<file path="src/pws_pkg.sv">
package pws_pkg;

    // Fixed field widths
    localparam int COORD_BITS = 16;
    localparam int FRAC_BITS  = 8;
    localparam int MEAN_W     = COORD_BITS + FRAC_BITS;
    localparam int IDX_W      = 16;
    localparam int HW_W       = 4;

    localparam logic [HW_W-1:0] HW_RESET = 4'd1;

    // Register index
    localparam logic REG_HALF_WINDOW = 1'b0;

    typedef struct packed {
        logic [COORD_BITS-1:0] cell_x;
        logic [COORD_BITS-1:0] cell_y;
        logic                  path_end;
    } t_in_item;

    typedef struct packed {
        logic [MEAN_W-1:0] mean_x;
        logic [MEAN_W-1:0] mean_y;
        logic [IDX_W-1:0]  point_index;
        logic              final_point;
    } t_out_item;

    typedef struct packed {
        logic [COORD_BITS-1:0] x;
        logic [COORD_BITS-1:0] y;
    } t_point;

    // Sequencer to window walker
    typedef struct packed {
        logic wr_en;
        logic start;
    } t_ring_cmd;

endpackage

</file>
<file path="src/pws_div.sv">
module pws_div #(
    parameter int DVD_W = 29,
    parameter int DVS_W = 5
) (
    input  logic             i_clk,
    input  logic             i_rst_n,
    input  logic             i_start,
    input  logic [DVD_W-1:0] i_dividend,
    input  logic [DVS_W-1:0] i_divisor,
    output logic [DVD_W-1:0] o_quot,
    output logic             o_done
);
    import pws_pkg::*;

    localparam int CW = $clog2(DVD_W + 1);

    logic [DVD_W-1:0] r_quot;
    logic [DVS_W-1:0] r_rem;
    logic [DVS_W-1:0] r_dvs;
    logic [CW-1:0]    r_cnt;
    logic             r_busy;
    logic             r_done;

    logic [DVS_W:0]   w_trial;
    logic [DVS_W:0]   w_diff;

    // restoring step: one quotient bit per cycle
    assign w_trial = {r_rem, r_quot[DVD_W-1]};
    assign w_diff  = w_trial - {1'b0, r_dvs};

    always_ff @(posedge i_clk) begin
        if (!i_rst_n) begin
            r_busy <= 1'b0;
            r_done <= 1'b0;
            r_cnt  <= '0;
        end else begin
            r_done <= 1'b0;
            if (i_start) begin
                r_busy <= 1'b1;
                r_cnt  <= CW'(DVD_W);
            end else if (r_busy) begin
                r_cnt <= r_cnt - CW'(1);
                if (r_cnt == CW'(1)) begin
                    r_busy <= 1'b0;
                    r_done <= 1'b1;
                end
            end
        end
    end

    always_ff @(posedge i_clk) begin
        if (i_start) begin
            r_quot <= i_dividend;
            r_rem  <= '0;
            r_dvs  <= i_divisor;
        end else if (r_busy) begin
            if (!w_diff[DVS_W]) begin
                r_rem  <= w_diff[DVS_W-1:0];
                r_quot <= {r_quot[DVD_W-2:0], 1'b1};
            end else begin
                r_rem  <= w_trial[DVS_W-1:0];
                r_quot <= {r_quot[DVD_W-2:0], 1'b0};
            end
        end
    end

    assign o_quot = r_quot;
    assign o_done = r_done;

endmodule

</file>
<file path="src/pws_ring.sv">
module pws_ring #(
    parameter int RING_DEPTH = 32,
    parameter int CNT_W      = 5,
    parameter int SUM_W      = 21
) (
    input  logic                            i_clk,
    input  logic                            i_rst_n,
    input  pws_pkg::t_ring_cmd              i_cmd,
    input  logic [$clog2(RING_DEPTH)-1:0]   i_wr_addr,
    input  pws_pkg::t_point                 i_wr_point,
    input  logic [$clog2(RING_DEPTH)-1:0]   i_newest,
    input  logic [CNT_W-1:0]                i_count,
    output logic                            o_done,
    output logic [SUM_W-1:0]                o_sum_x,
    output logic [SUM_W-1:0]                o_sum_y
);
    import pws_pkg::*;

    localparam int AW = $clog2(RING_DEPTH);

    t_point           mem [RING_DEPTH];
    t_point           r_rd_data;
    logic [AW-1:0]    r_addr;
    logic [CNT_W-1:0] r_iss_cnt;
    logic             r_rd_vld;
    logic             r_done;
    logic [SUM_W-1:0] r_sum_x;
    logic [SUM_W-1:0] r_sum_y;

    // point memory, registered read
    always_ff @(posedge i_clk) begin
        if (i_cmd.wr_en) begin
            mem[i_wr_addr] <= i_wr_point;
        end
        r_rd_data <= mem[r_addr];
    end

    // walk backward from the newest slot, one entry a cycle
    always_ff @(posedge i_clk) begin
        if (!i_rst_n) begin
            r_iss_cnt <= '0;
            r_rd_vld  <= 1'b0;
            r_done    <= 1'b0;
        end else begin
            r_rd_vld <= (r_iss_cnt != '0);
            r_done   <= r_rd_vld && (r_iss_cnt == '0);
            if (i_cmd.start) begin
                r_iss_cnt <= i_count;
            end else if (r_iss_cnt != '0) begin
                r_iss_cnt <= r_iss_cnt - CNT_W'(1);
            end
        end
    end

    always_ff @(posedge i_clk) begin
        if (i_cmd.start) begin
            r_addr  <= i_newest;
            r_sum_x <= '0;
            r_sum_y <= '0;
        end else begin
            if (r_iss_cnt != '0) begin
                r_addr <= (r_addr == '0) ? AW'(RING_DEPTH - 1) : r_addr - AW'(1);
            end
            if (r_rd_vld) begin
                r_sum_x <= r_sum_x + SUM_W'(r_rd_data.x);
                r_sum_y <= r_sum_y + SUM_W'(r_rd_data.y);
            end
        end
    end

    assign o_done  = r_done;
    assign o_sum_x = r_sum_x;
    assign o_sum_y = r_sum_y;

endmodule

</file>
<file path="src/path_point_window_smoother.sv">
// Channel   Handshake                  Payload             Moves
// input     i_in_valid / o_in_ready    i_in_data           one path point per transfer
// output    o_out_valid / i_out_ready  o_out_data          one smoothed point per transfer
// config    psel penable pwrite pready paddr pwdata prdata half_window register at 0x0
//
// Each mean takes a ring walk of COUNT points (one memory read a cycle) and
// two passes of the shared radix-2 divider (29 quotient bits each; x, then
// y), plus start and load. A point that emits nothing leaves the sequencer
// idle; the final point of a path takes one mean time per pending point.
// Reset is synchronous, active low; no clearing pass is run.
// A stalled output holds one finished result in the output register; the
// sequencer waits only when a second result is ready to load.
module path_point_window_smoother #(
    parameter int MAX_HALF_WINDOW = 15,
    parameter int RING_DEPTH      = 32
) (
    input  logic                i_clk,
    input  logic                i_rst_n,
    // point input
    input  logic                i_in_valid,
    output logic                o_in_ready,
    input  pws_pkg::t_in_item   i_in_data,
    // smoothed output
    output logic                o_out_valid,
    input  logic                i_out_ready,
    output pws_pkg::t_out_item  o_out_data,
    // register port
    input  logic                psel,
    input  logic                penable,
    input  logic                pwrite,
    input  logic [2:0]          paddr,
    input  logic [31:0]         pwdata,
    output logic [31:0]         prdata,
    output logic                pready
);
    import pws_pkg::*;

    // effective half-window limit
    localparam int HLIM  = (MAX_HALF_WINDOW < (RING_DEPTH - 1) / 2) ?
                           MAX_HALF_WINDOW : (RING_DEPTH - 1) / 2;
    localparam int H_W   = $clog2(HLIM + 1);
    localparam int ML_W  = $clog2(HLIM + 2);
    localparam int CNT_W = $clog2(2 * HLIM + 2);
    localparam int AW    = $clog2(RING_DEPTH);
    localparam int SUM_W = COORD_BITS + CNT_W;
    localparam int DVD_W = SUM_W + FRAC_BITS;

    typedef enum logic [2:0] {
        S_IDLE,
        S_START,
        S_SUM,
        S_DIV_X,
        S_DIV_Y,
        S_LOAD
    } t_state;

    t_state            r_state;
    logic [HW_W-1:0]   r_half_window;
    logic [H_W-1:0]    r_active_h;
    logic [AW-1:0]     r_newest;
    logic [IDX_W-1:0]  r_points_seen;
    logic [IDX_W-1:0]  r_next_out;
    logic [H_W-1:0]    r_taken;      // saturating, zero marks path start
    logic [H_W-1:0]    r_emitted;    // saturating
    logic [ML_W-1:0]   r_means_left;
    logic [H_W-1:0]    r_right;
    logic              r_flush;
    logic [CNT_W-1:0]  r_count;
    logic [MEAN_W-1:0] r_mean_x;
    logic [MEAN_W-1:0] r_mean_y;
    logic              r_out_vld;
    t_out_item         r_out_data;

    logic              w_in_xfer;
    logic              w_out_xfer;
    logic              w_cfg_wr;
    logic              w_path_start;
    logic [H_W-1:0]    w_h_use;
    logic [AW-1:0]     w_slot;
    logic [IDX_W-1:0]  w_seen_new;
    logic [IDX_W-1:0]  w_pend_raw;
    logic [IDX_W-1:0]  w_pend_cap;
    logic [ML_W-1:0]   w_pending;
    logic [H_W-1:0]    w_left;
    logic [CNT_W-1:0]  w_count;
    logic              w_load;
    logic              w_last_mean;

    t_ring_cmd         w_ring_cmd;
    t_point            w_wr_point;
    logic              w_ring_done;
    logic [SUM_W-1:0]  w_sum_x;
    logic [SUM_W-1:0]  w_sum_y;

    logic              w_div_start;
    logic [DVD_W-1:0]  w_dividend;
    logic [DVD_W-1:0]  w_quot;
    logic              w_div_done;

    function automatic logic [H_W-1:0] f_limit(input logic [HW_W-1:0] hw);
        if (int'(hw) > HLIM) begin
            return H_W'(HLIM);
        end else begin
            return H_W'(hw);
        end
    endfunction

    // register port: one register, word index in paddr[2]
    assign pready   = 1'b1;
    assign w_cfg_wr = psel && penable && pwrite && (paddr[2] == REG_HALF_WINDOW);
    assign prdata   = (paddr[2] == REG_HALF_WINDOW) ? {28'd0, r_half_window} : 32'd0;

    assign o_in_ready  = (r_state == S_IDLE);
    assign w_in_xfer   = i_in_valid && o_in_ready;
    assign w_out_xfer  = r_out_vld && i_out_ready;
    assign o_out_valid = r_out_vld;
    assign o_out_data  = r_out_data;

    // window is latched on the first point of a path
    assign w_path_start = (r_taken == '0);
    assign w_h_use      = w_path_start ? f_limit(r_half_window) : r_active_h;
    assign w_slot       = w_path_start ? '0 :
                          (r_newest == AW'(RING_DEPTH - 1)) ? '0 : r_newest + AW'(1);
    assign w_seen_new   = r_points_seen + IDX_W'(1);

    // points still owed at the end of a path, at most h+1
    assign w_pend_raw = w_seen_new - r_next_out;
    assign w_pend_cap = IDX_W'(w_h_use) + IDX_W'(1);
    assign w_pending  = (w_pend_raw > w_pend_cap) ? ML_W'(w_pend_cap) : ML_W'(w_pend_raw);

    // the window always ends at the newest point: count = left + right + 1
    assign w_left  = (r_emitted < r_active_h) ? r_emitted : r_active_h;
    assign w_count = CNT_W'(w_left) + CNT_W'(r_right) + CNT_W'(1);

    assign w_load      = (r_state == S_LOAD) && (!r_out_vld || i_out_ready);
    assign w_last_mean = (r_means_left == ML_W'(1));

    assign w_ring_cmd.wr_en = w_in_xfer;
    assign w_ring_cmd.start = (r_state == S_START);
    assign w_wr_point.x     = i_in_data.cell_x;
    assign w_wr_point.y     = i_in_data.cell_y;

    assign w_div_start = ((r_state == S_SUM) && w_ring_done) ||
                         ((r_state == S_DIV_X) && w_div_done);
    assign w_dividend  = (r_state == S_SUM) ? {w_sum_x, {FRAC_BITS{1'b0}}}
                                            : {w_sum_y, {FRAC_BITS{1'b0}}};

    pws_ring #(
        .RING_DEPTH (RING_DEPTH),
        .CNT_W      (CNT_W),
        .SUM_W      (SUM_W)
    ) u_ring (
        .i_clk      (i_clk),
        .i_rst_n    (i_rst_n),
        .i_cmd      (w_ring_cmd),
        .i_wr_addr  (w_slot),
        .i_wr_point (w_wr_point),
        .i_newest   (r_newest),
        .i_count    (w_count),
        .o_done     (w_ring_done),
        .o_sum_x    (w_sum_x),
        .o_sum_y    (w_sum_y)
    );

    pws_div #(
        .DVD_W (DVD_W),
        .DVS_W (CNT_W)
    ) u_div (
        .i_clk      (i_clk),
        .i_rst_n    (i_rst_n),
        .i_start    (w_div_start),
        .i_dividend (w_dividend),
        .i_divisor  (r_count),
        .o_quot     (w_quot),
        .o_done     (w_div_done)
    );

    // sequencer: state, path counters and output register
    always_ff @(posedge i_clk) begin
        if (!i_rst_n) begin
            r_state       <= S_IDLE;
            r_half_window <= HW_RESET;
            r_active_h    <= f_limit(HW_RESET);
            r_newest      <= '0;
            r_points_seen <= '0;
            r_next_out    <= '0;
            r_taken       <= '0;
            r_emitted     <= '0;
            r_means_left  <= '0;
            r_right       <= '0;
            r_flush       <= 1'b0;
            r_out_vld     <= 1'b0;
        end else begin
            if (w_cfg_wr) begin
                r_half_window <= pwdata[HW_W-1:0];
            end
            if (w_out_xfer && !w_load) begin
                r_out_vld <= 1'b0;
            end

            unique case (r_state)
                S_IDLE: begin
                    if (w_in_xfer) begin
                        r_active_h    <= w_h_use;
                        r_newest      <= w_slot;
                        r_points_seen <= w_seen_new;
                        if (i_in_data.path_end) begin
                            // flush every pending point, oldest first
                            r_means_left <= w_pending;
                            r_right      <= H_W'(w_pending - ML_W'(1));
                            r_flush      <= 1'b1;
                            r_state      <= S_START;
                        end else begin
                            if (r_taken != '1) begin
                                r_taken <= r_taken + H_W'(1);
                            end
                            if (r_taken >= w_h_use) begin
                                r_means_left <= ML_W'(1);
                                r_right      <= w_h_use;
                                r_flush      <= 1'b0;
                                r_state      <= S_START;
                            end
                        end
                    end
                end
                S_START: begin
                    r_count <= w_count;
                    r_state <= S_SUM;
                end
                S_SUM: begin
                    if (w_ring_done) begin
                        r_state <= S_DIV_X;
                    end
                end
                S_DIV_X: begin
                    if (w_div_done) begin
                        r_mean_x <= w_quot[MEAN_W-1:0];
                        r_state  <= S_DIV_Y;
                    end
                end
                S_DIV_Y: begin
                    if (w_div_done) begin
                        r_mean_y <= w_quot[MEAN_W-1:0];
                        r_state  <= S_LOAD;
                    end
                end
                S_LOAD: begin
                    if (w_load) begin
                        r_out_vld                <= 1'b1;
                        r_out_data.mean_x        <= r_mean_x;
                        r_out_data.mean_y        <= r_mean_y;
                        r_out_data.point_index   <= r_next_out;
                        r_out_data.final_point   <= r_flush && w_last_mean;
                        r_means_left <= r_means_left - ML_W'(1);
                        r_right      <= r_right - H_W'(r_flush);
                        if (w_last_mean && r_flush) begin
                            // path closed
                            r_state       <= S_IDLE;
                            r_points_seen <= '0;
                            r_next_out    <= '0;
                            r_taken       <= '0;
                            r_emitted     <= '0;
                        end else begin
                            r_next_out <= r_next_out + IDX_W'(1);
                            if (r_emitted != '1) begin
                                r_emitted <= r_emitted + H_W'(1);
                            end
                            if (w_last_mean) begin
                                r_state <= S_IDLE;
                            end else begin
                                r_state <= S_START;
                            end
                        end
                    end
                end
                default: begin
                    r_state <= S_IDLE;
                end
            endcase
        end
    end

`ifndef NO_ASSERTIONS
    a_ring_done_in_sum: assert property (@(posedge i_clk) disable iff (!i_rst_n)
        w_ring_done |-> (r_state == S_SUM))
        else $error("window sum finished outside the sum phase");

    a_div_done_in_div: assert property (@(posedge i_clk) disable iff (!i_rst_n)
        w_div_done |-> (r_state == S_DIV_X || r_state == S_DIV_Y))
        else $error("divider finished outside a divide phase");

    a_busy_has_work: assert property (@(posedge i_clk) disable iff (!i_rst_n)
        (r_state != S_IDLE) |-> (r_means_left != '0))
        else $error("sequencer busy with no mean pending");

    a_path_close: assert property (@(posedge i_clk) disable iff (!i_rst_n)
        (w_load && r_flush && w_last_mean) |=>
            (r_taken == '0 && r_next_out == '0 && r_emitted == '0))
        else $error("path counters not cleared after final point");
`endif

endmodule

</file>
<file path="config.mk">
export PLATFORM = sky130hd
export DESIGN_NAME = path_point_window_smoother
export DESIGN_NICKNAME = d
export VERILOG_FILES = /design/src/pws_pkg.sv /design/src/pws_div.sv /design/src/pws_ring.sv /design/src/path_point_window_smoother.sv
export SDC_FILE = /design/constraint.sdc
export NUM_CORES = 1
export LEC_CHECK = 0
export BUFFER_PORTS_ARGS = -buffer_cell sky130_fd_sc_hd__buf_2
export CAP_MARGIN = 20
export CORE_MARGIN = 1.5
export CORE_UTILIZATION = 30
export DETAILED_ROUTE_END_ITERATION = 8
export SYNTH_ARGS = -nofsm -noshare
export SYNTH_HDL_FRONTEND = slang
export SYNTH_SLANG_ARGS = --single-unit
</file>
<file path="constraint.sdc">
create_clock -name i_clk -period 10.8 [get_ports i_clk]
set_clock_uncertainty 0.15 [all_clocks]
set_input_delay 1.08 -clock i_clk [delete_from_list [all_inputs] [get_ports i_clk]]
set_output_delay 1.08 -clock i_clk [all_outputs]
set_load 0.02 [all_outputs]
</file>
== Word-level counts from Yosys, hierarchy flattened ==
Memory sizes are Yosys's and may differ from the RTL's. A register that Yosys moved wholly into a read port is not among the register bits.
Cells that the tools add are included.

* Register bits: 285
* Input port bits: 75
* Memory bits (writable): 1,024
* Memories kept: 1

{| class="wikitable"
|+ Memory list
! memory !! depth !! bits a word !! read ports !! clocked after Yosys merged registers in !! write ports !! RTL line !! source
|-
| u_ring.mem || 32 || 32 || 1 || 1 || 1 || pws_ring.sv:21 || <nowiki>t_point mem [RING_DEPTH];</nowiki>
|}

* Equality and inequality tests: 19
* Reductions and logical operators: 39
* Order comparisons: 3
* Mux-type cells: 62
* Add/subtract/negate cells: 18
* Bitwise gates (word level): 3

{| class="wikitable"
|+ Operators by type and width
! cell !! number
|-
| 29-bit 2-to-1 mux || 3
|-
| 5-bit 2-to-1 mux || 15
|-
| 16-bit 2-to-1 mux || 4
|-
| 4-bit 2-to-1 mux || 14
|-
| 21-bit by 16-bit adder with 21-bit output || 2
|-
| 16-bit by 1-bit adder with 16-bit output (second input constant) || 2
|-
| 16-bit case mux with 2 select lines || 1
|-
| 3-bit 2-to-1 mux || 7
|-
| 5-bit by 1-bit subtractor with 5-bit output (second input constant) || 4
|-
| 3-bit case mux with 6 select lines || 1
|-
| 16-bit by 5-bit greater-than comparator with 1-bit output || 1
|-
| 4-bit case mux with 2 select lines || 2
|-
| 16-bit subtractor || 1
|-
| 3-bit AND reduction || 5
|-
| 1-bit 2-to-1 mux || 14
|-
| 2-bit by 1-bit != test with 1-bit output (second input constant) || 6
|-
| 6-bit AND reduction || 2
|-
| 1-bit logical AND || 11
|-
| 5-bit by 1-bit adder with 5-bit output (second input constant) || 2
|-
| 5-bit by 1-bit == test with 1-bit output (second input constant) || 2
|-
| 5-bit zero test || 2
|-
| 5-bit case mux with 2 select lines || 1
|-
| 2-bit nonzero test || 5
|-
| 4-bit by 1-bit adder with 4-bit output (second input constant) || 2
|-
| 24 further kinds || 35
|}

== Longest topological paths before layout ==
Gate-level depths: netlist of run 1.

* Depth in word-level cells: 9
* Depth in mapped cells: 24
* Depth with buffers taken out: 23

== By module ==
Synthesis of run 1 repeated with hierarchy kept, for this count alone.

* Cells, all modules: 2,954
* Area total of the unflattened synthesis: 54,553.6 µm²

{| class="wikitable"
|+ By module, submodules not included
! module !! times used !! area an instance (µm²) !! cells an instance
|-
| pws_ring || 1 || 43,376.6 || 2,005
|-
| path_point_window_smoother || 1 || 8,986.1 || 782
|-
| pws_div || 1 || 2,190.9 || 167
|}

== Worst setup path after synthesis of run 1 ==
Ideal clock, no wire load.

* Kind: input to register
* From: in i_rst_n
* To: reg r_out_data (netlist bit o_out_data[0]), enable pin
* Stages on the path: 4
* Slack: 5.909 ns
* Data arrival time: 4.253 ns
* Path through: inv_1 -> clkbuf_1 -> buf_1 -> nor2_1

* Word-level cells in the longest chain between the ends: 1

{| class="wikitable"
|+ Ends and longest elaborated chain
! element !! RTL line !! source
|-
| from (decl) || path_point_window_smoother.sv:18 || <nowiki>input logic i_rst_n,</nowiki>
|-
| 3-bit AND reduction (no source line) || n/a ||
|-
| to (decl) || path_point_window_smoother.sv:72 || <nowiki>t_out_item r_out_data;</nowiki>
|}

Every way passes these cells.
A chain may end at the register's enable or synchronous reset.

== Worst setup path in the final report of run 1 ==
* From: reg r_taken[0]
* To: reg r_right[2]

* Word-level cells in the longest chain between the ends: 9
* Elaborated cells between the ends (all ways): 13

{| class="wikitable"
|+ Ends and longest elaborated chain
! element !! RTL line !! source
|-
| from (decl) || path_point_window_smoother.sv:63 || <nowiki>logic [H_W-1:0] r_taken;</nowiki>
|-
| from (signal assigned) || path_point_window_smoother.sv:215 || <nowiki>r_taken <= r_taken + H_W'(1);</nowiki>
|-
| 4-bit zero test (*) || path_point_window_smoother.sv:120 || <nowiki>assign w_path_start = (r_taken == '0);</nowiki>
|-
| 4-bit 2-to-1 mux (*) || path_point_window_smoother.sv:121 || <nowiki>assign w_h_use = w_path_start ? f_limit(r_half_window) : r_active_h;</nowiki>
|-
| net w_h_use[0] || path_point_window_smoother.sv:78 || <nowiki>logic [H_W-1:0] w_h_use;</nowiki>
|-
| 4-bit by 1-bit adder with 5-bit output || path_point_window_smoother.sv:128 || <nowiki>assign w_pend_cap = IDX_W'(w_h_use) + IDX_W'(1);</nowiki>
|-
| 16-bit by 5-bit greater-than comparator with 1-bit output || path_point_window_smoother.sv:129 || <nowiki>assign w_pending = (w_pend_raw > w_pend_cap) ? ML_W'(w_pend_cap) : ML_W'(w_pend_raw);</nowiki>
|-
| 5-bit 2-to-1 mux || path_point_window_smoother.sv:129 ||
|-
| 4-bit by 1-bit subtractor with 4-bit output || path_point_window_smoother.sv:210 || <nowiki>r_right <= H_W'(w_pending - ML_W'(1));</nowiki>
|-
| 4-bit 2-to-1 mux || path_point_window_smoother.sv:207 || <nowiki>if (i_in_data.path_end) begin</nowiki>
|-
| 4-bit 2-to-1 mux || path_point_window_smoother.sv:203 || <nowiki>if (w_in_xfer) begin</nowiki>
|-
| 4-bit case mux with 2 select lines || path_point_window_smoother.sv:201 || <nowiki>unique case (r_state)</nowiki>
|-
| to (signal assigned) || path_point_window_smoother.sv:210 ||
|-
| to (signal assigned) || path_point_window_smoother.sv:219 || <nowiki>r_right <= w_h_use;</nowiki>
|-
| to (signal assigned) || path_point_window_smoother.sv:255 || <nowiki>r_right <= r_right - H_W'(r_flush);</nowiki>
|-
| to (decl) || path_point_window_smoother.sv:66 || <nowiki>logic [H_W-1:0] r_right;</nowiki>
|}

The timed path passes the listed nets; every way through them passes the cells marked *. The select of a mux whose other input is x is not followed.

==> results of run 1 <==
==> power by group through the flow <==
| stage | registers, uW | logic (uW) | clock network, uW |
|---|---|---|---|
| 2_1_floorplan | 6100 | 3190 | 0 |
| 3_3_place_gp | 6240 | 4120 | 0 |
| 3_5_place_dp | 6240 | 4150 | 0 |
| 4_1_cts | 6130 | 4160 | 4860 |
| 5_1_grt | 6160 | 4470 | 5050 |
| 6_report | 6130 | 4090 | 4740 |
==> sequential cells by signal, summed over array words and instances, names as in the netlist, 4 cells and up <==
name	count
r_right	4
r_mean_y	24
u_div.r_rem	5
r_emitted	4
r_next_out	16
r_count	5
u_ring.r_rd_data	32
u_ring.o_sum_y	21
r_newest	5
u_ring.o_sum_x	21
u_div.r_cnt	5
r_points_seen	16
r_active_h	4
u_ring.mem	1024
r_half_window	4
u_ring.r_addr	5
u_ring.r_iss_cnt	5
u_div.r_dvs	5
o_out_data	65
u_div.o_quot	29
r_taken	4
r_means_left	5
r_mean_x	24
==> final cells by class <==
| class | count | area [um2] | area share [%] |
|---|---|---|---|
| flip-flops and latches | 1341 | 38700 | 62.4 |
| multi-input cells | 1383 | 14500 | 23.4 |
| clock buffers | 179 | 3780 | 6.10 |
| well taps | 2355 | 2950 | 4.75 |
| repair buffers | 172 | 1040 | 1.68 |
| clock inverters | 75 | 766 | 1.24 |
| inverters | 68 | 255 | 0.412 |
| diodes | 1 | 2.50 | 0.00404 |
==> cell families (layout without fill, tap and decap cells) <==
| kind of cell | Yosys count | count (layout) | share of synthesized area [%] |
|---|---|---|---|
| simple gates | 493 | 493 | 4.32 |
| fa+ha+maj | 90 | 90 | 2.16 |
| buf+inv | 224 | 494 | 1.78 |
| flops | 1341 | 1341 | 71.9 |
| compound gates | 261 | 261 | 3.02 |
| xor+xnor | 90 | 90 | 1.47 |
| mux | 420 | 420 | 15.3 |
| other cells | 2 | 30 | 0.0140 |
==> worst max-delay path by stage <==
stage,to,slack (ns),depth (start not counted)
global route,r_right[2],4.47,21
floorplan,o_out_data[0],5.91,4
CTS,r_right[2],4.94,21
global placement,r_right[2],4.98,21
finish,r_right[2],4.96,21
detailed placement,r_right[2],4.98,21
==> worst max-delay path: stages, from the launching register on <==
cell and delay, ns:
dfxtp_1 0.34, inv_1 0.10, ha_1 0.15, nor3b_2 0.64, mux2i_1 0.59, inv_1 0.18, ha_1 0.28, xnor2_1 0.25
inv_1 0.12, ha_1 0.31, nand2_1 0.06, o22ai_1 0.12, a21oi_1 0.10, a21o_1 0.18, nor4_2 0.21, nand4bb_1 0.60
mux2_2 0.54, ha_1 0.22, nand3_1 0.09, a21oi_1 0.06, a311oi_1 0.32, a21oi_1 0.10
==> per-layer routing <==
layer / part of all wire [%] / GRT usage [%] / up-vias
met3: 6.9 / 3.14 / 212
met4: 2.4 / 3.88 / 8
met2: 47 / 22.1 / 825
met1: 43 / 18.7 / 14000
met5: 0.040 / 0 / -
li1: - / - / 12000
==> cells in the final DEF, fill, tap and decap left out, types with 13 or more instances in the layout <==
cell       Yosys  routed
clkbuf_16      0     143
a211oi_1      15      15
dfxtp_1      160     159
nand2b_1      25      24
a21o_1        25      25
edfxtp_1    1181    1181
nor2b_1       16      16
nor3_1        39      38
clkinv_2       0      15
inv_1         67      66
nand3_1       38      38
nor2_4         0      33
buf_2          1     115
nor2_1       200     165
ha_1          85      85
clkinv_1       1      33
conb_1         2      29
o21a_1        14      14
buf_4         30      54
nand4_1       19      19
mux4_2       320     320
xnor2_1       59      59
o21ai_0       64      64
nand2_1       92      92
a22oi_1       14      14
xor2_1        31      31
mux2i_1       64      64
mux2_2        34      34
clkbuf_1      95      29
or3_1         13      13
a21oi_1       77      77
==> metrics by stage <==
stage          worst slack (ns)  cell area [um2]  hold WS (ns)
4_1_cts                    4.94            62000         0.265
3_3_place_gp               4.98            57400         0.253
2_1_floorplan              5.91            53900         0.250
3_5_place_dp               4.98            57400         0.255
5_1_grt                    4.47            62000         0.278
6_report                   4.96            62000         0.263
==> results_dict.tcl, run 1 <==
set metrics [dict create \
    clockPowerShare_pct 31.7 \
    r2r_cells 21 \
    peakVddDrop_v 0.000260 \
    crit_start "r_taken[0]" \
    post_cts_buffers 0 \
    grt_usage_pct 13.8 \
    cap_violations 0 \
    ant_nets 0 \
    routed-via-count 27000 \
    critPathMaxFanout 12 \
    r2r_setup_slack_ns 4.96 \
    synth_warnings 0 \
    min_period_ns 5.84 \
    synth.most_common_cell "edfxtp_1" \
    worstHoldStart "r_mean_y[10]" \
    hold_violations 0 \
    timing.fmax_mhz 171 \
    wire_per_inst_um 22.5 \
    synth_cell_types 72 \
    cts_root_buffer "clkbuf_16" \
    numCtsBuffers 140 \
    holdBufCountCts 0 \
    required_ns 11.27 \
    reg2reg_from "r_taken[0]" \
    drt_iter0_drc 2781 \
    ys_ff_latch 1341 \
    netlist_top_cells_count "edfxtp_1 (1181), mux4_2 (320), nor2_1 (200)" \
    stdcell_count 5574 \
    cts_resized 0 \
    die_area_mm2 0.182 \
    crit_type "reg2reg" \
    grt_antenna_before_repair 22 \
    startpoint_type "flop" \
    grt.overflow.total 0 \
    port_buffers 115 \
    cp.arrival_ns 6.31 \
    status "complete, no violations" \
    slew_headroom_pct 31.4 \
    synthToLayoutAreaGrowth_pct 15.3 \
    p_leak_uw 0.0202 \
    ios 175 \
    rows 155 \
    drive_gt1_share_pct 24.1 \
    swShare_pct 28.7 \
    grt_pass1_wl_mm 183 \
    hpwlAfterDp_mm 67.3 \
    setup_viol_count_final 0 \
    p_per_area_mw_per_mm2 241 \
    ys_async_sr_fraction_pct 0 \
    synth-edff-count 1181 \
    worstReg2RegEnd "r_right[2]" \
    syn_inst 2921 \
    start_util_pct 30.2 \
    grt_max_degree 152 \
    cts_tree "done" \
    power_frac_seq_pct 41.0 \
    die_h_um 426 \
    drcViolationCount 0 \
    wl_mm 126 \
    synth_area_mm2 0.0538 \
    coreArea_mm2 0.178 \
    htree_levels 4 \
    combPwrFrac_pct 27.3 \
    ys_top_cells_by_area "edfxtp_1 (66%), mux4_2 (13%), dfxtp_1 (6.0%)" \
    avgSynthCellArea_um2 18.4 \
    period_share_pct 54.1 \
    p_int_uw 10700 \
    clock_sinks 1341 \
    hold_depth 0 \
    ys_seq_area_share_pct 71.9 \
    synth_top_area_share_pct 65.9 \
    drtPass1Iterations 5 \
    worstHoldEndpoint "o_out_data[27]" \
    cts_buffer_depth 3 \
    synth_top_area_cell "edfxtp_1" \
    end_kind "flop" \
    gp_congestion 0.768 \
    drv_slew 0 \
    hold_path.class "reg2reg" \
    clk_latency_ns 0.76 \
    setup_tns_ns 0 \
    power_switching_uw 4300 \
    nFillCells 16500 \
    die_w_um 426 \
    ys.flop_type "edfxtp_1" \
    rsz0062_at_grt "false" \
    final_util_pct 34.8 \
    tightest_slew_ns 1.03 \
    nets 3271 \
    clkTransAtPathRegs_ns 0.06 \
    total_power_uw 15000 \
    routed_via_density 4.85 \
    dp_cells 5319 \
    grt_pass1_vias 27100 \
]
No activity file was read; power rests on OpenSTA's default activity.
==> inputs of run 2 (changes only) <==
--- a/config.mk
+++ b/config.mk
@@ -5,6 +5,7 @@
 export SDC_FILE = /design/constraint.sdc
 export NUM_CORES = 1
 export LEC_CHECK = 0
+export ABC_AREA = 1
 export BUFFER_PORTS_ARGS = -buffer_cell sky130_fd_sc_hd__buf_2
 export CAP_MARGIN = 20
 export CORE_MARGIN = 1.5
==> constraint.sdc (replaced) <==
create_clock -name i_clk -period 4.7 [get_ports i_clk]
set_clock_uncertainty 0.15 [all_clocks]
set_input_delay 0.47 -clock i_clk [delete_from_list [all_inputs] [get_ports i_clk]]
set_output_delay 0.47 -clock i_clk [all_outputs]
set_load 0.02 [all_outputs]
==> run 2 against run 1 <==
Against the previous run: cell area rose by 2.4%; clock-buffer cell count rose by 8; register-to-register slack got worse by 4.4 ns; synthesized cell count rose by 57%; sequential cell count did not move; core utilization rose by 0.27 points; first-iteration DRC count rose by 46%; combinational power rose to 3.1 times the previous value; clock power rose by 130%; critical endpoint is now r_right[1]; largest power group unchanged; highest routed layer unchanged.
==> results_dict.tcl, run 2 <==
set metrics [dict create \
    grt_usage_pct 15.5 \
    worstReg2RegEnd "r_right[1]" \
    setup_viol_count_final 0 \
    nFillCells 17600 \
    wl_mm 148 \
    synth-edff-count 1181 \
    dp_cells 6932 \
    grt_pass1_vias 34200 \
    grt_antenna_before_repair 11 \
    hold_violations 0 \
    worstHoldStart "i_in_data[5]" \
    r2r_setup_slack_ns 0.52 \
    ys_top_cells_by_area "edfxtp_1 (65%), o21ai_0 (5.9%), dfxtp_1 (5.8%)" \
    hold_path.class "in2reg" \
    routed_via_density 5.07 \
    r2r_cells 26 \
    critPathMaxFanout 6 \
    grt_max_degree 145 \
    coreArea_mm2 0.181 \
    cpMaxStageDelayCell "dfxtp_1" \
    end_kind "flop" \
    numCtsBuffers 144 \
    port_buffers 115 \
    slew_headroom_pct 27.0 \
    peakVddDrop_v 0.000517 \
    cts_buffer_depth 3 \
    synth_cell_types 56 \
    clock_sinks 1341 \
    avgSynthCellArea_um2 12.0 \
    period_share_pct 89.0 \
    cap_violations 0 \
    syn_inst 4586 \
    die_h_um 431 \
    drt_iter0_drc 4059 \
    cp_common_cell "nand2_1" \
    drv_slew 0 \
    synth_warnings 0 \
    synthMuxAreaShare_pct 0 \
    drive_gt1_share_pct 10.2 \
    wire_per_inst_um 20.5 \
    synth_top_area_share_pct 64.6 \
    ys_async_sr_fraction_pct 0 \
    ant_nets 0 \
    synth_area_mm2 0.0549 \
    rows 156 \
    htree_levels 4 \
    status "complete, no violations" \
    routed-via-count 36500 \
    hold_depth 1 \
    clk_latency_ns 0.79 \
    crit_type "reg2reg" \
    grt_pass1_wl_mm 219 \
    ios 175 \
    synth_simple_gate_area_share_pct 10.2 \
    synth_compound_area_share_pct 12.3 \
    cp.arrival_ns 4.73 \
    yosys.area_share.adder_pct 2.12 \
    nets 4895 \
    drcViolationCount 0 \
    required_ns 5.25 \
    synthToLayoutAreaGrowth_pct 15.7 \
    final_common_cell "edfxtp_1" \
    die_area_mm2 0.185 \
    ys_seq_area_share_pct 70.5 \
    cts_root_buffer "clkbuf_16" \
    ys.flop_type "edfxtp_1" \
    reg2reg_from "r_points_seen[0]" \
    tightest_slew_ns 1.09 \
    post_cts_buffers 0 \
    clkTransAtPathRegs_ns 0.06 \
    grt.overflow.total 0 \
    stdcell_count 7211 \
    startpoint_type "flop" \
    netlist_top_cells_count "edfxtp_1 (1181), nor2_1 (679), o21ai_0 (651)" \
    layout_common_cells "edfxtp_1 (1181), o21ai_0 (651), nor2_1 (642)" \
    timing.fmax_mhz 239 \
    ys_ff_latch 1341 \
    p_leak_uw 0.0216 \
    synth.most_common_cell "edfxtp_1" \
    largest_register_ffs 1024 \
    rsz0062_at_grt "false" \
    start_util_pct 30.3 \
    cts_tree "done" \
    regMostFlops "u_ring.mem" \
    hpwlAfterDp_mm 82.1 \
    synth_xor_area_share_pct 0.830 \
    min_period_ns 4.18 \
    cpPeakStageDelay_ns 0.40 \
    p_per_area_mw_per_mm2 593 \
    worstHoldEndpoint "u_ring.mem[4][4]" \
    setup_tns_ns 0 \
    drtPass1Iterations 5 \
    synth_top_area_cell "edfxtp_1" \
    die_w_um 431 \
    gp_congestion 0.833 \
    synth_top_family_by_area "compound AO/OA/AOI/OAI gates" \
]
==> run 2: cell count changes after synthesis, sizes merged, moves of 34 or more <==
cell | before | now
a21oi | 77 | 120
clkbuf | 95 | 232
mux2 | 35 | 0
nand2 | 92 | 470
o21ai | 68 | 655
mux4 | 320 | 0
inv | 67 | 284
o221ai | 0 | 106
nand3 | 38 | 129
o22ai | 2 | 156
nor2 | 200 | 687
xnor2 | 59 | 25
mux2i | 65 | 0
==> run 2: critical path, delay by kind of cell (launching register included) <==
family	cells	cell delay, ns
XOR/XNOR	1	0.20
flip-flops	1	0.40
AND/OR/NAND/NOR	15	1.65
adder cells (fa/ha/maj)	3	0.87
buffers and inverters	3	0.20
AO/OA/AOI/OAI	4	0.63
==> run 2: layout make-up <==
cell class              count  area, um2  area share, %
diodes                      3       7.51         0.0118
clock buffers             187       3810           6.00
clock inverters            67        692           1.09
inverters                 287       1090           1.72
multi-input cells        2708      14300           22.6
flip-flops and latches   1341      38700           60.9
well taps                2370       2970           4.67
repair buffers            248       1920           3.02
==> run 2: power breakdown <==
| part | leakage, uW | switching (uW) | total (uW) | internal [uW] |
|---|---|---|---|---|
| logic | 0.00751 | 8640 | 12500 | 3890 |
| registers | 0.0120 | 490 | 14200 | 13700 |
| clock network | 0.00216 | 4760 | 10900 | 6150 |
==> run 2: cell families after synthesis <==
| kind of cell | after synthesis |
|---|---|
| AND/OR/NAND/NOR | 1371 |
| flip-flops | 1341 |
| XOR/XNOR | 52 |
| other | 2 |
| AO/OA/AOI/OAI | 1166 |
| adder cells (fa/ha/maj) | 90 |
| buffers and inverters | 564 |
==> run 2: worst max path at each step <==
stage	slack [ns]	end	cells past startpoint	from
after global placement	0.44	r_right[1]	26	r_points_seen[0]
after floorplan	0.15	o_out_data[0]	5	i_rst_n
final	0.52	r_right[1]	26	r_points_seen[0]
after CTS	0.42	r_right[1]	26	r_points_seen[0]
after global routing	0.02	r_right[1]	24	r_points_seen[0]
after detailed placement	0.45	r_right[1]	26	r_points_seen[0]
==> run 2: layer usage <==
| layer | GRT usage (%) | wire length (um) | share of wire [%] | vias up |
|---|---|---|---|---|
| li1 | - | - | - | 16900 |
| met1 | 22.3 | 65100 | 44 | 18000 |
| met4 | 4.59 | 3680 | 2.5 | 4 |
| met3 | 3.18 | 12800 | 8.7 | 219 |
| met2 | 23.6 | 66000 | 45 | 1419 |
| met5 | 0 | 32 | 0.022 | - |
==> run 2: through the flow <==
stage | total power (uW) | area, um2 | setup WS [ns] | hold slack, ns | utilization [%]
2_1_floorplan | 22400 | 55000 | 0.146 | 0.250 | -
3_5_place_dp | 26800 | 58700 | 0.451 | 0.255 | 32.4
4_1_cts | 37700 | 63400 | 0.418 | 0.00298 | 35.0
5_1_grt | 39600 | 63500 | 0.0230 | 0.0467 | 35.0
3_3_place_gp | 26600 | 58700 | 0.436 | 0.251 | 32.4
6_report | 37600 | 63500 | 0.519 | 0.0594 | 35.1
==> run 2: repair_timing <==
action / CTS / global route
hold buffers: 21 / 0
setup endpoints to repair: 0 / 1
resized for setup: 0 / 3
endpoints found under the hold margin: 268 / 0
